===== config.mk =====
export PLATFORM = sky130hd
export DESIGN_NAME = cgut_hash
export DESIGN_NICKNAME = d
export VERILOG_FILES = /design/src/cgut_pkg.sv /design/src/cgut_hash.sv
export SDC_FILE = /design/constraint.sdc
export NUM_CORES = 1
export LEC_CHECK = 0
export ABC_CLOCK_PERIOD_IN_PS = 6200
export BUFFER_PORTS_ARGS = -buffer_cell sky130_fd_sc_hd__buf_2
export CORE_UTILIZATION = 40
export CTS_BUF_LIST = sky130_fd_sc_hd__clkbuf_4
export CTS_CLUSTER_DIAMETER = 30
export DETAILED_ROUTE_END_ITERATION = 10
export SLEW_MARGIN = 10
export SYNTH_ARGS = -nofsm -noshare
export SYNTH_HDL_FRONTEND = slang
export SYNTH_SLANG_ARGS = --single-unit

===== constraint.sdc =====
create_clock -name i_clk -period 6.2 [get_ports i_clk]
set_clock_uncertainty 0.2 [all_clocks]
set_input_delay 0.93 -clock i_clk [delete_from_list [all_inputs] [get_ports i_clk]]
set_output_delay 0.93 -clock i_clk [all_outputs]
set_load 0.02 [all_outputs]

===== src/cgut_pkg.sv =====
// Shared types, constants and helpers for the crowd update throttle.
// No dependencies; every other file of the block refers to it by scoped names.
`timescale 1ns / 1ps
`default_nettype none

package cgut_pkg;

    // Slot table depth default and hash constant
    localparam int unsigned SLOT_ENTRIES_DEF = 8192;
    localparam logic [31:0] HASH_MULT        = 32'h7feb_352d;

    // Valid pointer window
    localparam logic [31:0] ADDR_LO = 32'h0001_0000;
    localparam logic [31:0] ADDR_HI = 32'hFFE0_0000;

    // Width of the serial remainder dividend
    localparam int unsigned DVD_W = 32;

    // Register reset values
    localparam logic [15:0] ENGAGE_RST    = 16'd30;
    localparam logic [15:0] DISENGAGE_RST = 16'd22;
    localparam logic [15:0] GAP_RST       = 16'd500;
    localparam logic [15:0] BUSY_RST      = 16'd80;
    localparam logic [15:0] DENSE_RST     = 16'd160;

    // Configuration register indexes
    typedef enum logic [2:0] {
        CFG_ENGAGE    = 3'd0,
        CFG_DISENGAGE = 3'd1,
        CFG_GAP       = 3'd2,
        CFG_BUSY      = 3'd3,
        CFG_DENSE     = 3'd4
    } t_cfg_idx;

    // Decision codes
    typedef enum logic [1:0] {
        DEC_REJECT   = 2'd0,
        DEC_FULL     = 2'd1,
        DEC_THROTTLE = 2'd2
    } t_decision;

    // Slot table write port
    typedef struct packed {
        logic        key_we;
        logic [31:0] key;
        logic        tick_we;
        logic [31:0] tick;
    } t_slot_wr;

    // Pointer range check
    function automatic logic addr_ok(input logic [31:0] a);
        addr_ok = (a >= ADDR_LO) && (a < ADDR_HI);
    endfunction

endpackage

`default_nettype wire


===== src/cgut_hash.sv =====
// Two-stage integer mixing hash: xor-shift, constant multiply, xor-shift.
// Uses cgut_pkg for the multiplier constant.
`timescale 1ns / 1ps
`default_nettype none

module cgut_hash (
    input  wire logic        i_clk,
    input  wire logic        i_rst_n,
    input  wire logic        i_start,
    input  wire logic [31:0] i_x,
    output logic             o_done,
    output logic [31:0]      o_h
);

    logic        r_v1;
    logic        r_v2;
    logic [31:0] r_x1;
    logic [31:0] r_p;
    logic [31:0] w_prod;

    // low word of the product only
    assign w_prod = r_x1 * cgut_pkg::HASH_MULT;

    // stage valids
    always_ff @(posedge i_clk) begin
        if (!i_rst_n) begin
            r_v1 <= 1'b0;
            r_v2 <= 1'b0;
        end else begin
            r_v1 <= i_start;
            r_v2 <= r_v1;
        end
    end

    // stage data
    always_ff @(posedge i_clk) begin
        r_x1 <= i_x ^ (i_x >> 16);
        r_p  <= w_prod;
    end

    assign o_done = r_v2;
    assign o_h    = r_p ^ (r_p >> 15);

endmodule

`default_nettype wire


# After elaboration in Yosys (flattened, before gate mapping)
# Index checks and enable logic that the tools add are counted.
# totals
word_cells	7
register_bits	66
output_inout_bits	33
# classes
multipliers	1
n_bitwise	2
# ops
operator	count
32-bit by 31-bit multiplier with 32-bit output (second input constant)	1
32-bit by 16-bit XOR with 32-bit output	1
32-bit by 17-bit XOR with 32-bit output	1

# Logic depth before layout (Yosys ltp)
# depth
word_depth	1
mapped_depth	23
mapped_depth_nobuf	23

# Worst setup path before layout
# OpenSTA, ideal clock, no wires.
# synth_timing
path_kind	reg2reg
startpoint	reg r_x1[2]
endpoint	reg r_p[31]
slack_ps	271
period_less_slack_ps	5929
stages_incl_launch_ff	19
arrival_time_ps	5607
path_cell_list	dfxtp_1 > inv_1 > fa_1 > fa_1 > inv_1 > fa_1 > fa_1 > fa_1 > fa_1 > fa_1 > inv_1 > fa_1 > inv_1 > ha_1 > a21o_1 > o21ai_0 > nand2b_1 > a211oi_2 > xnor2_1
# synth_between
elab_chain_cells	1
# synth_rtl
item	line	text
start, declared	cgut_hash.sv:17	logic [31:0] r_x1;
start signal, assigned	cgut_hash.sv:37	r_x1 <= i_x ^ (i_x >> 16);
32-bit by 31-bit multiplier with 32-bit output	cgut_hash.sv:22	assign w_prod = r_x1 * cgut_pkg::HASH_MULT;
via w_prod[31]	cgut_hash.sv:19	logic [31:0] w_prod;
end signal, assigned	cgut_hash.sv:38	r_p <= w_prod;
end, declared	cgut_hash.sv:18	logic [31:0] r_p;
# The timed path passes the listed nets, and every way through them passes these cells.
# A chain may end at the register's enable or synchronous reset.

# Worst setup path after layout
# layout_timing
startpoint	reg r_x1[15]
endpoint	reg r_p[31]
# Same word-level chain as after synthesis.

==> run summary <==
outcome - finished, final reports clean
remaining global-route overflow - 0
Worst Path Required - 6.40 ns
filler instances - 2450
Area Overhead vs Synth - 16.3%
GP Congestion - 0.895
Post-CTS Hold Buffers - 0
area enclosed by the die boundary - 27000 sq um
Slew @ Worst Pin - 0.450 ns
Chip Height - 164 um
Design Area, Final - 12300 sq um
clk sinks - 66
Cell Area, Placed - 11800 sq um
sequential area share after synthesis - 0.125
share of the synthesized area in the top cell type - 0.378
synthesized area divided by synthesized cell count - 10.6 sq um
Inserted Diodes - 0
Yosys top cell by area - sky130_fd_sc_hd__fa_1
Pre-antenna DRT Iters - 5
class of the tightest hold or removal check - flip-flop to flip-flop
Max Root-Sink Buffers - 2
I/O pin count - 68
depth of the CTS H-tree - 3
number of storage elements in the synthesis netlist - 66
category of the worst setup path capture point - flip-flop
global-route wire length before repair - 42.2 mm
leading cell types by total area after synthesis - sky130_fd_sc_hd__fa_1 38%, sky130_fd_sc_hd__ha_1 22%, sky130_fd_sc_hd__dfxtp_1 13%
setup TNS after final layout - 0 ns
least setup slack across all paths after layout - 0.0202 ns
Place WS - -0.253 ns
port buffer count - 67
clock slew at reported path FFs - 0.14 ns
worst rel slew slack - 0.699
routed wirelength normalized by instance count - 18.4 um
max-slew violations - 0
proportion of layout cells with a drive suffix above 1 - 0.198
data arrival at the endpoint of the critical path - 6.38 ns
number of flops mapped to enable cells by yosys - 0
number of nets still failing antenna checks after routing - 0
CTS buffer count - 9
cell at the root of the clock tree - sky130_fd_sc_hd__clkbuf_4
HPWL Detailed - 24.2 mm
Warnings, synthesis - 0
clock insertion delay at the later pin of the skew report - 0.47 ns
nets in the synthesized netlist - 1413
count of endpoints failing setup in the final report - 0
cell area after synthesis - 10500 sq um
Final #Nets - 1554
critical path peak fanout - 6
initial core utilization - 0.406
type of the worst setup path - flip-flop to flip-flop
max-capacitance violation count - 0
antenna violations before repair - 0
overall via count from detail_route - 6839
wire length after detailed routing - 27.1 mm
Async SR Flop Fraction - 0
post-layout minimum cycle time - 6.18 ns
vias in the first global route - 7555
most common flop cell mapped by yosys - sky130_fd_sc_hd__dfxtp_1
final worst-path cycle share - 0.997
GRT Overall Usage - 0.218
Chip Width - 164 um
Cell Rows - 59
number of instances in the synthesized netlist - 993
sort of element at the start of the critical path - flip-flop
pin count of the biggest net entering global routing - 12
# DRC - 0
TritonCTS clock tree - yes
Synth cell types - 41
mean number of vias per cell - 4.64
area of the core - 26000 sq um
Peak Freq - 162 MHz
number of failing hold endpoints at the final stage - 0
number of DRC violations after detailed-routing iteration 0 - 280
RSZ-0062 raised after global routing - yes
[per-stage QoR]
step / cells / hold slack (ns) / util
after global routing: 1474 / 0.305 / 0.472
after floorplan: 993 / 0.212 / -
after global placement: 1455 / 0.217 / 0.453
final: 1474 / 0.280 / 0.472
after detailed placement: 1455 / 0.225 / 0.453
after CTS: 1472 / 0.283 / 0.462
[worst paths after layout]
path / from / endpoint / slack [ns] / cells after the start
min reg2reg: r_v1$_SDFF_PN0_ / o_done$_SDFF_PN0_ / 0.28 / 1
max reg2reg: r_x1[15]$_DFF_P_ / r_p[31]$_DFF_P_ / 0.02 / 20
min: r_v1$_SDFF_PN0_ / o_done$_SDFF_PN0_ / 0.28 / 1
max: r_x1[15]$_DFF_P_ / r_p[31]$_DFF_P_ / 0.02 / 20
[cell type report]
cell class	count	area, sq um	area share
clock buffer	10	75.1	0.00612
clock inverter	6	105	0.00857
multi-input combinational	612	8220	0.670
tap	335	419	0.0342
timing repair buffer	148	971	0.0791
inverter	297	1120	0.0911
sequential	66	1360	0.111
[critical path, stage by stage (launching register included)]
cell and delay, ns:
sky130_fd_sc_hd__dfxtp_2 0.36, sky130_fd_sc_hd__buf_6 0.15, sky130_fd_sc_hd__ha_1 0.33, sky130_fd_sc_hd__fa_1 0.51, sky130_fd_sc_hd__inv_1 0.06, sky130_fd_sc_hd__fa_1 0.53, sky130_fd_sc_hd__inv_1 0.05, sky130_fd_sc_hd__fa_1 0.49
sky130_fd_sc_hd__inv_1 0.05, sky130_fd_sc_hd__fa_1 0.58, sky130_fd_sc_hd__fa_1 0.46, sky130_fd_sc_hd__fa_1 0.47, sky130_fd_sc_hd__fa_1 0.49, sky130_fd_sc_hd__inv_1 0.04, sky130_fd_sc_hd__ha_1 0.29, sky130_fd_sc_hd__a21o_1 0.16
sky130_fd_sc_hd__a21o_1 0.20, sky130_fd_sc_hd__o21ai_0 0.16, sky130_fd_sc_hd__nand2b_1 0.08, sky130_fd_sc_hd__a211oi_2 0.30, sky130_fd_sc_hd__xnor2_2 0.15
[Yosys cell counts (2+ instances only)]
library cell	instances
sky130_fd_sc_hd__inv_1	297
sky130_fd_sc_hd__fa_1	199
sky130_fd_sc_hd__ha_1	186
sky130_fd_sc_hd__dfxtp_1	66
sky130_fd_sc_hd__xnor2_1	54
sky130_fd_sc_hd__xor2_1	49
sky130_fd_sc_hd__a21oi_1	21
sky130_fd_sc_hd__a21o_1	18
sky130_fd_sc_hd__buf_4	15
sky130_fd_sc_hd__nand2_1	13
sky130_fd_sc_hd__nor2_1	8
sky130_fd_sc_hd__nand3_1	5
sky130_fd_sc_hd__o21a_1	5
sky130_fd_sc_hd__o21ai_0	5
sky130_fd_sc_hd__o31ai_1	5
sky130_fd_sc_hd__and2_1	4
sky130_fd_sc_hd__nand2b_1	4
sky130_fd_sc_hd__nand4_1	4
sky130_fd_sc_hd__and3_1	3
sky130_fd_sc_hd__nor2b_1	3
sky130_fd_sc_hd__nor3_1	3
sky130_fd_sc_hd__o21ai_1	3
sky130_fd_sc_hd__or3_1	3
sky130_fd_sc_hd__a41oi_2	2
sky130_fd_sc_hd__o21bai_1	2
[per-layer routing]
layer | share of wire | global-route usage
met1 | 0.44 | 0.283
met2 | 0.49 | 0.377
met3 | 0.043 | 0.0334
met4 | 0.022 | 0.0546
met5 | 0 | 0
[registers in the layout (all words and copies together), names as in the netlist]
signal / flops
r_p: 32
r_x1: 32
r_v1: 1
o_done: 1
[layout by cell type (no fill, tap or decap), drive strengths merged]
cell type / synthesis / routed
a211oi: 2 / 2
a21boi: 1 / 1
a21o: 18 / 18
a21oi: 22 / 22
a311oi: 1 / 1
a41o: 1 / 1
a41oi: 3 / 3
and2: 4 / 4
and3: 3 / 3
buf: 16 / 148
bufinv: 0 / 3
clkbuf: 2 / 10
clkinv: 0 / 2
clkinvlp: 0 / 1
dfxtp: 66 / 66
fa: 199 / 199
ha: 186 / 186
inv: 297 / 297
nand2: 13 / 13
nand2b: 4 / 4
nand3: 5 / 5
nand4: 4 / 4
nor2: 8 / 8
nor2b: 3 / 3
nor3: 3 / 3
nor4: 1 / 1
o21a: 5 / 5
o21ai: 8 / 8
o21bai: 2 / 2
o221a: 1 / 1
o221ai: 1 / 1
o311ai: 1 / 1
o31a: 1 / 1
o31ai: 5 / 5
or2: 1 / 1
or3: 3 / 3
xnor2: 54 / 54
xor2: 49 / 49
[kinds of logic after synthesis]
family          Yosys count  synth area share
flops                    66             0.125
simple gates             52            0.0249
compound gates           72            0.0478
xor+xnor                103            0.0855
buf+inv                 315             0.118
fa+ha+maj               385             0.598
[timing repair]
item / in CTS / in global routing
setup buffers: 1 / 3
resized for setup: 14 / 61
setup endpoints to repair: 5 / 7
pin swaps: 2 / 24
Power is not shown: default switching activity piles up to over one toggle a cycle in this logic, so the estimate is an artifact.
