File: src/cgut_pkg.sv
// Shared types, constants and helpers for the crowd update throttle.
// No dependencies; every other file of the block refers to it by scoped names.
`timescale 1ns / 1ps
`default_nettype none

package cgut_pkg;

    // Slot table depth default and hash constant
    localparam int unsigned SLOT_ENTRIES_DEF = 8192;
    localparam logic [31:0] HASH_MULT        = 32'h7feb_352d;

    // Valid pointer window
    localparam logic [31:0] ADDR_LO = 32'h0001_0000;
    localparam logic [31:0] ADDR_HI = 32'hFFE0_0000;

    // Width of the serial remainder dividend
    localparam int unsigned DVD_W = 32;

    // Register reset values
    localparam logic [15:0] ENGAGE_RST    = 16'd30;
    localparam logic [15:0] DISENGAGE_RST = 16'd22;
    localparam logic [15:0] GAP_RST       = 16'd500;
    localparam logic [15:0] BUSY_RST      = 16'd80;
    localparam logic [15:0] DENSE_RST     = 16'd160;

    // Configuration register indexes
    typedef enum logic [2:0] {
        CFG_ENGAGE    = 3'd0,
        CFG_DISENGAGE = 3'd1,
        CFG_GAP       = 3'd2,
        CFG_BUSY      = 3'd3,
        CFG_DENSE     = 3'd4
    } t_cfg_idx;

    // Decision codes
    typedef enum logic [1:0] {
        DEC_REJECT   = 2'd0,
        DEC_FULL     = 2'd1,
        DEC_THROTTLE = 2'd2
    } t_decision;

    // Slot table write port
    typedef struct packed {
        logic        key_we;
        logic [31:0] key;
        logic        tick_we;
        logic [31:0] tick;
    } t_slot_wr;

    // Pointer range check
    function automatic logic addr_ok(input logic [31:0] a);
        addr_ok = (a >= ADDR_LO) && (a < ADDR_HI);
    endfunction

endpackage

`default_nettype wire

File: src/cgut_rem.sv
// Serial restoring remainder unit, one dividend bit per cycle.
// Uses cgut_pkg for the dividend width; shared by slot and phase reductions.
`timescale 1ns / 1ps
`default_nettype none

module cgut_rem #(
    parameter int unsigned DIV_W = 14
) (
    input  wire logic                        i_clk,
    input  wire logic                        i_rst_n,
    input  wire logic                        i_start,
    input  wire logic [cgut_pkg::DVD_W-1:0]  i_dividend,
    input  wire logic [DIV_W-1:0]            i_divisor,
    output logic                             o_done,
    output logic [DIV_W-1:0]                 o_rem
);

    localparam int unsigned CNT_W = $clog2(cgut_pkg::DVD_W);

    logic                       r_busy;
    logic                       r_done;
    logic [CNT_W-1:0]           r_cnt;
    logic [cgut_pkg::DVD_W-1:0] r_q;
    logic [DIV_W-1:0]           r_rem;
    logic [DIV_W-1:0]           r_div;
    logic [DIV_W:0]             w_trial;
    logic [DIV_W:0]             w_sub;
    logic [DIV_W-1:0]           n_rem;

    // shift in next bit, subtract when it fits
    assign w_trial = {r_rem, r_q[cgut_pkg::DVD_W-1]};
    assign w_sub   = w_trial - {1'b0, r_div};
    assign n_rem   = (w_trial >= {1'b0, r_div}) ? w_sub[DIV_W-1:0] : w_trial[DIV_W-1:0];

    // control
    always_ff @(posedge i_clk) begin
        if (!i_rst_n) begin
            r_busy <= 1'b0;
            r_done <= 1'b0;
            r_cnt  <= '0;
        end else begin
            r_done <= 1'b0;
            if (i_start) begin
                r_busy <= 1'b1;
                r_cnt  <= CNT_W'(cgut_pkg::DVD_W - 1);
            end else if (r_busy) begin
                r_cnt <= r_cnt - 1'b1;
                if (r_cnt == '0) begin
                    r_busy <= 1'b0;
                    r_done <= 1'b1;
                end
            end
        end
    end

    // datapath
    always_ff @(posedge i_clk) begin
        if (i_start) begin
            r_q   <= i_dividend;
            r_rem <= '0;
            r_div <= i_divisor;
        end else if (r_busy) begin
            r_q   <= {r_q[cgut_pkg::DVD_W-2:0], 1'b0};
            r_rem <= n_rem;
        end
    end

    assign o_done = r_done;
    assign o_rem  = r_rem;

endmodule

`default_nettype wire

File: config.mk
export PLATFORM = sky130hd
export DESIGN_NAME = cgut_rem
export DESIGN_NICKNAME = d
export VERILOG_FILES = /design/src/cgut_pkg.sv /design/src/cgut_rem.sv
export SDC_FILE = /design/constraint.sdc
export NUM_CORES = 1
export LEC_CHECK = 0
export BUFFER_PORTS_ARGS = -buffer_cell sky130_fd_sc_hd__buf_2
export CAP_MARGIN = 20
export CORE_UTILIZATION = 45
export DETAILED_ROUTE_END_ITERATION = 16
export GPL_TIMING_DRIVEN = 0
export PLACE_DENSITY_LB_ADDON = 0.15
export RECOVER_POWER = 25
export REMOVE_ABC_BUFFERS = 1
export SYNTH_ARGS = -nofsm -noshare
export SYNTH_HDL_FRONTEND = slang
export SYNTH_SLANG_ARGS = --single-unit
File: constraint.sdc
create_clock -name i_clk -period 2.1 [get_ports i_clk]
set_input_delay 0.525 -clock i_clk [delete_from_list [all_inputs] [get_ports i_clk]]
set_output_delay 0.525 -clock i_clk [all_outputs]
set_load 0.01 [all_outputs]
=== Word level (Yosys, flattened, before mapping) ===
Index checks and enable logic that the tools add are counted.

* Register bits: 67
* Input bits: 49
* Output and inout bits: 15
* Logic and storage cells: 23

* $add $sub $neg: 2
* $lt $le $gt $ge: 1
* Multiplexer cells: 9
* Bitwise gates (word level): 2
* Reduce and logical (&&, ||, !) cells: 3

{| class="wikitable"
|+ Operators by type and width
! cell !! number
|-
| 2-to-1 mux 32 bit || 2
|-
| greater-or-equal comparator 15 x 14 -> 1 bit || 1
|-
| 2-to-1 mux 14 bit || 1
|-
| subtractor 14 bit || 1
|-
| 2-to-1 mux 5 bit || 2
|-
| logical NOT 5 bit || 1
|-
| subtractor 5 x 1 -> 5 bit, second input constant || 1
|-
| 2-to-1 mux 1 bit || 4
|-
| OR reduction 3 bit || 1
|-
| NOT 1 bit || 2
|-
| nonzero test 2 bit || 1
|}

=== Logic depth before layout (Yosys ltp) ===
* Depth after elaboration: 4
* Gate-level depth with buffers: 10
* Gate-level depth less buffers: 10

=== Least setup slack after synthesis ===
No wires, ideal clock.

* Path type: reg-to-reg
* Start: reg r_q[31] (netlist name)
* End: reg r_rem[12], in the netlist o_rem[12]
* Library setup time: 126 ps
* Data arrival time: 2,172 ps
* Data required time: 1,974 ps
* Setup slack: -199 ps
* Cell stages (with the launch flop): 11
* Buffers on the path: 0
* Clock period less this slack: 2,299 ps
* Cells stage by stage: edfxtp_1 inv_1 ha_1 inv_1 fa_1 a211oi_1 o21bai_1 o221ai_1 a221oi_1 xor2_1 o211ai_1

* Word-level cells in the longest chain between the ends: 2
* Elaborated cells on any way between the ends: 3
* Classes of those cells: add/sub (1); order compare (1); mux (1)

{| class="wikitable"
|+ RTL lines
! what !! RTL line !! RTL
|-
| from (decl) || cgut_rem.sv:23 || <nowiki>logic [cgut_pkg::DVD_W-1:0] r_q;</nowiki>
|-
| from (signal assigned) || cgut_rem.sv:59 || <nowiki>r_q <= i_dividend;</nowiki>
|-
| from (signal assigned) || cgut_rem.sv:63 || <nowiki>r_q <= {r_q[cgut_pkg::DVD_W-2:0], 1'b0};</nowiki>
|-
| subtractor 14 bit / greater-or-equal comparator 15 x 14 -> 1 bit (equally long branches) || cgut_rem.sv:32, cgut_rem.sv:33 ||
|-
| 2-to-1 mux 14 bit (*) || cgut_rem.sv:33 || <nowiki>assign n_rem = (w_trial >= {1'b0, r_div}) ? w_sub[DIV_W-1:0] : w_trial[DIV_W-1:0];</nowiki>
|-
| to (signal assigned) || cgut_rem.sv:64 || <nowiki>r_rem <= n_rem;</nowiki>
|-
| to (decl) || cgut_rem.sv:24 || <nowiki>logic [DIV_W-1:0] r_rem;</nowiki>
|}

Mark *: on every way between the ends. The rest lies on a longest branch, timed or not.
A chain may end at the register's enable or synchronous reset.

=== Worst setup path after layout ===
* Start: reg r_div[0]
* End: reg r_rem[6], in the netlist o_rem[6]

* Word-level cells in the longest chain between the ends: 2
* Elaborated cells on any way between the ends: 3
* Classes of those cells: add/sub (1); order compare (1); mux (1)

{| class="wikitable"
|+ RTL lines
! what !! RTL line !! RTL
|-
| from (decl) || cgut_rem.sv:25 || <nowiki>logic [DIV_W-1:0] r_div;</nowiki>
|-
| from (signal assigned) || cgut_rem.sv:61 || <nowiki>r_div <= i_divisor;</nowiki>
|-
| subtractor 14 bit / greater-or-equal comparator 15 x 14 -> 1 bit (equally long branches) || cgut_rem.sv:32, cgut_rem.sv:33 ||
|-
| 2-to-1 mux 14 bit (*) || cgut_rem.sv:33 ||
|}

Marked as above.

==> flow_summary.yaml <==
status:
  status: "complete, but fails checks"
  violations: "negative setup slack"
clock_network:
  clk_latency_ns: 0.34
  path_clk_slew_ns: 0.08
  cts_tree: "done"
  cts.hold.buffers_added: 0
  htreeDepth: 3
  clock-root-buffer: "clkbuf_8"
  numCtsBuffers: 9
  cts_sinks: 67
  clk_path_buf_depth: 2
global_routing:
  antenna_found_initial: 0
  grt_pass1_vias: 2687
  grt_max_degree: 41
  grt_overflow: 0
  grt_usage_pct: 20.0
  grt_pass1_wl_um: 12800
floorplanning:
  die_w_um: 90.5
  dieArea_um2: 8180
  coreArea_um2: 7410
  row_count: 31
  start_util_pct: 47.5
  ios: 64
  die_y_um: 90.5
critical_path:
  critPathArrivalTime_ns: 2.56
  crit_fanout: 7
  crit_family: "compound AO/OA/AOI/OAI gates"
  path_cells: "ha_4 -> buf_6 -> nor2b_4 -> o2111ai_4 -> a2111oi_4 -> buf_4 -> o21ba_4 -> nor2_4 -> a311o_1"
  worstPathRequired_ns: 2.33
  cp_slowest_stage_delay_ns: 0.42
  start_kind: "flop"
  cp.buffers_inverters: 2
  reg2reg_depth: 9
  cp_slowest_cell: "edfxtp_1"
  worstSetupEndpointType: "flop"
  worst-setup-path-type: "flop to flop"
  cp_num_cells: 9
logic_synthesis:
  synthCells: 294
  yosysSeqAreaShare_pct: 51.2
  yosys_warnings: 0
  synth-edff-count: 46
  synth-main-ff-cell: "edfxtp_1"
  syn-cell-area_um2: 3520
  postSynthAreaPerCell_um2: 12.0
  synth.distinct_cells: 58
  async_reset_ff_share_pct: 0
  synth_seq_cells: 67
routing:
  routed_wirelength_um: 8190
  vias_per_cell: 5.42
  dr.pass1.iters: 4
  routedWlPerCell_um: 16.8
  drt_iter0_drc: 98
  num_vias: 2644
  drc: 0
  drt.antenna.violating_nets: 0
placed_design:
  hpwl_um: 4820
  gp_congestion: 0.828
  place_inst: 447
  port_buffers: 63
  dpl_cell_area_um2: 3960
timing:
  finalCriticalPeriod_ns: 2.33
  grt_setup_unrepaired: "yes"
  whs_ns: 0.349
  setup_violations: 14
  maxSlewViolCount: 0
  fin_crit_sh_pct: 111
  worst_slack_ns: -0.231
  hold_violations: 0
  finClkSkew_ns: 0.0117
  tightest_slew_ns: 0.911
  clock.fmax_mhz: 429
  slew_headroom_pct: 39.1
  setup_tns_ns: -2.20
layout:
  fin_area_um2: 4700
  drive_gt1_share_pct: 49.9
  diodes: 0
  layout_common_cells: "buf_2 (63), edfxtp_1 (46), mux2_2 (31), nor2_1 (21), dfxtp_1 (17)"
  syn_to_final_growth_pct: 33.3
  layout.nets: 450
  stdcell_count: 488
  final_common_cell: "buf_2"
flow_run:
  drv_cap: 0
hold_path:
  min_path_cells: 1
  hp-class: "input pin to flop"
power_and_ir_drop:
  p_leak_uw: 0.00190
  irDropWorstVdd_mv: 0.424
  cellPowerDensity_nw_per_um2: 709
  p_total_uw: 3330
==> synth_stat cells (all sizes together) (2+ instances only) <==
cell | count | area share (%)
edfxtp | 46 | 39
mux2 | 31 | 9.9
nor2 | 24 | 3.0
inv | 23 | 2.5
dfxtp | 21 | 12
ha | 16 | 5.7
a21oi | 11 | 1.8
nand2 | 10 | 1.1
xor2 | 10 | 2.5
o21ai | 9 | 1.4
clkbuf | 8 | 0.85
nand3 | 7 | 1.4
and2 | 6 | 1.1
a21o | 5 | 1.1
o31ai | 5 | 1.1
xnor2 | 5 | 1.2
a211oi | 4 | 0.85
a311oi | 4 | 1.5
nand4 | 4 | 0.71
o21bai | 4 | 0.96
a41oi | 3 | 0.75
buf | 3 | 0.57
nand2b | 3 | 0.53
nor2b | 3 | 0.60
nor3 | 3 | 0.43
a211o | 2 | 0.50
a221o | 2 | 0.57
o2111ai | 2 | 0.67
o221ai | 2 | 0.50
==> layout make-up <==
type | instances | area [µm²]
Fill cell | 585 | 2710
Multi-Input combinational cell | 194 | 1880
Sequential cell | 67 | 1810
Timing Repair Buffer | 89 | 589
Clock buffer | 11 | 131
Tap cell | 99 | 124
Inverter | 23 | 90.1
Clock inverter | 5 | 77.6
==> logic make-up (layout without fill, tap and decap cells) <==
family	after synthesis	count (layout)	synth area share [%]
AO/OA/AOI/OAI	64	65	14.9
multiplexers	31	31	9.91
XOR/XNOR	15	15	3.73
flip-flops	67	67	51.2
AND/OR/NAND/NOR	66	66	10.2
adder cells (fa/ha/maj)	17	17	6.25
buffers and inverters	34	128	3.87
==> registers in the layout, indices dropped and copies added, names as in the netlist <==
| name | flops |
|---|---|
| r_q | 32 |
| o_rem | 14 |
| r_div | 14 |
| r_cnt | 5 |
| o_done | 1 |
| r_busy | 1 |
==> worst paths after layout <==
kind         slack (ns)             startpoint                     to
max               -0.23     r_div[0]$_DFFE_PP_  o_rem[6]$_SDFFE_PP0P_
min reg2reg        0.52  o_rem[2]$_SDFFE_PP0P_  o_rem[2]$_SDFFE_PP0P_
max reg2reg       -0.23     r_div[0]$_DFFE_PP_  o_rem[6]$_SDFFE_PP0P_
min                0.35          i_divisor[11]    r_div[11]$_DFFE_PP_
==> metal layers <==
metal	track usage, %	routed length, µm
met1	24.6	3620
met2	32.2	3910
met3	5.56	397
met4	9.68	255
met5	0	0
==> through the flow <==
step	worst slack (ns)	utilization [%]
after global routing	-0.301	63.4
after detailed placement	-0.545	53.4
after CTS	-0.192	61.5
final	-0.231	63.4
after global placement	-1.38	52.8
after floorplan	-0.199	-
==> repair_timing <==
action,CTS,global route
setup buffers,18,6
setup endpoints to repair,37,46
pin swaps,23,27
gates resized for setup,45,20
gates cloned,1,0
==> where the power goes <==
part,internal (µW),switching (µW)
Combinational,285,283
Clock,666,500
Sequential,1540,56.9
No activity file was read; power rests on OpenSTA's default activity.
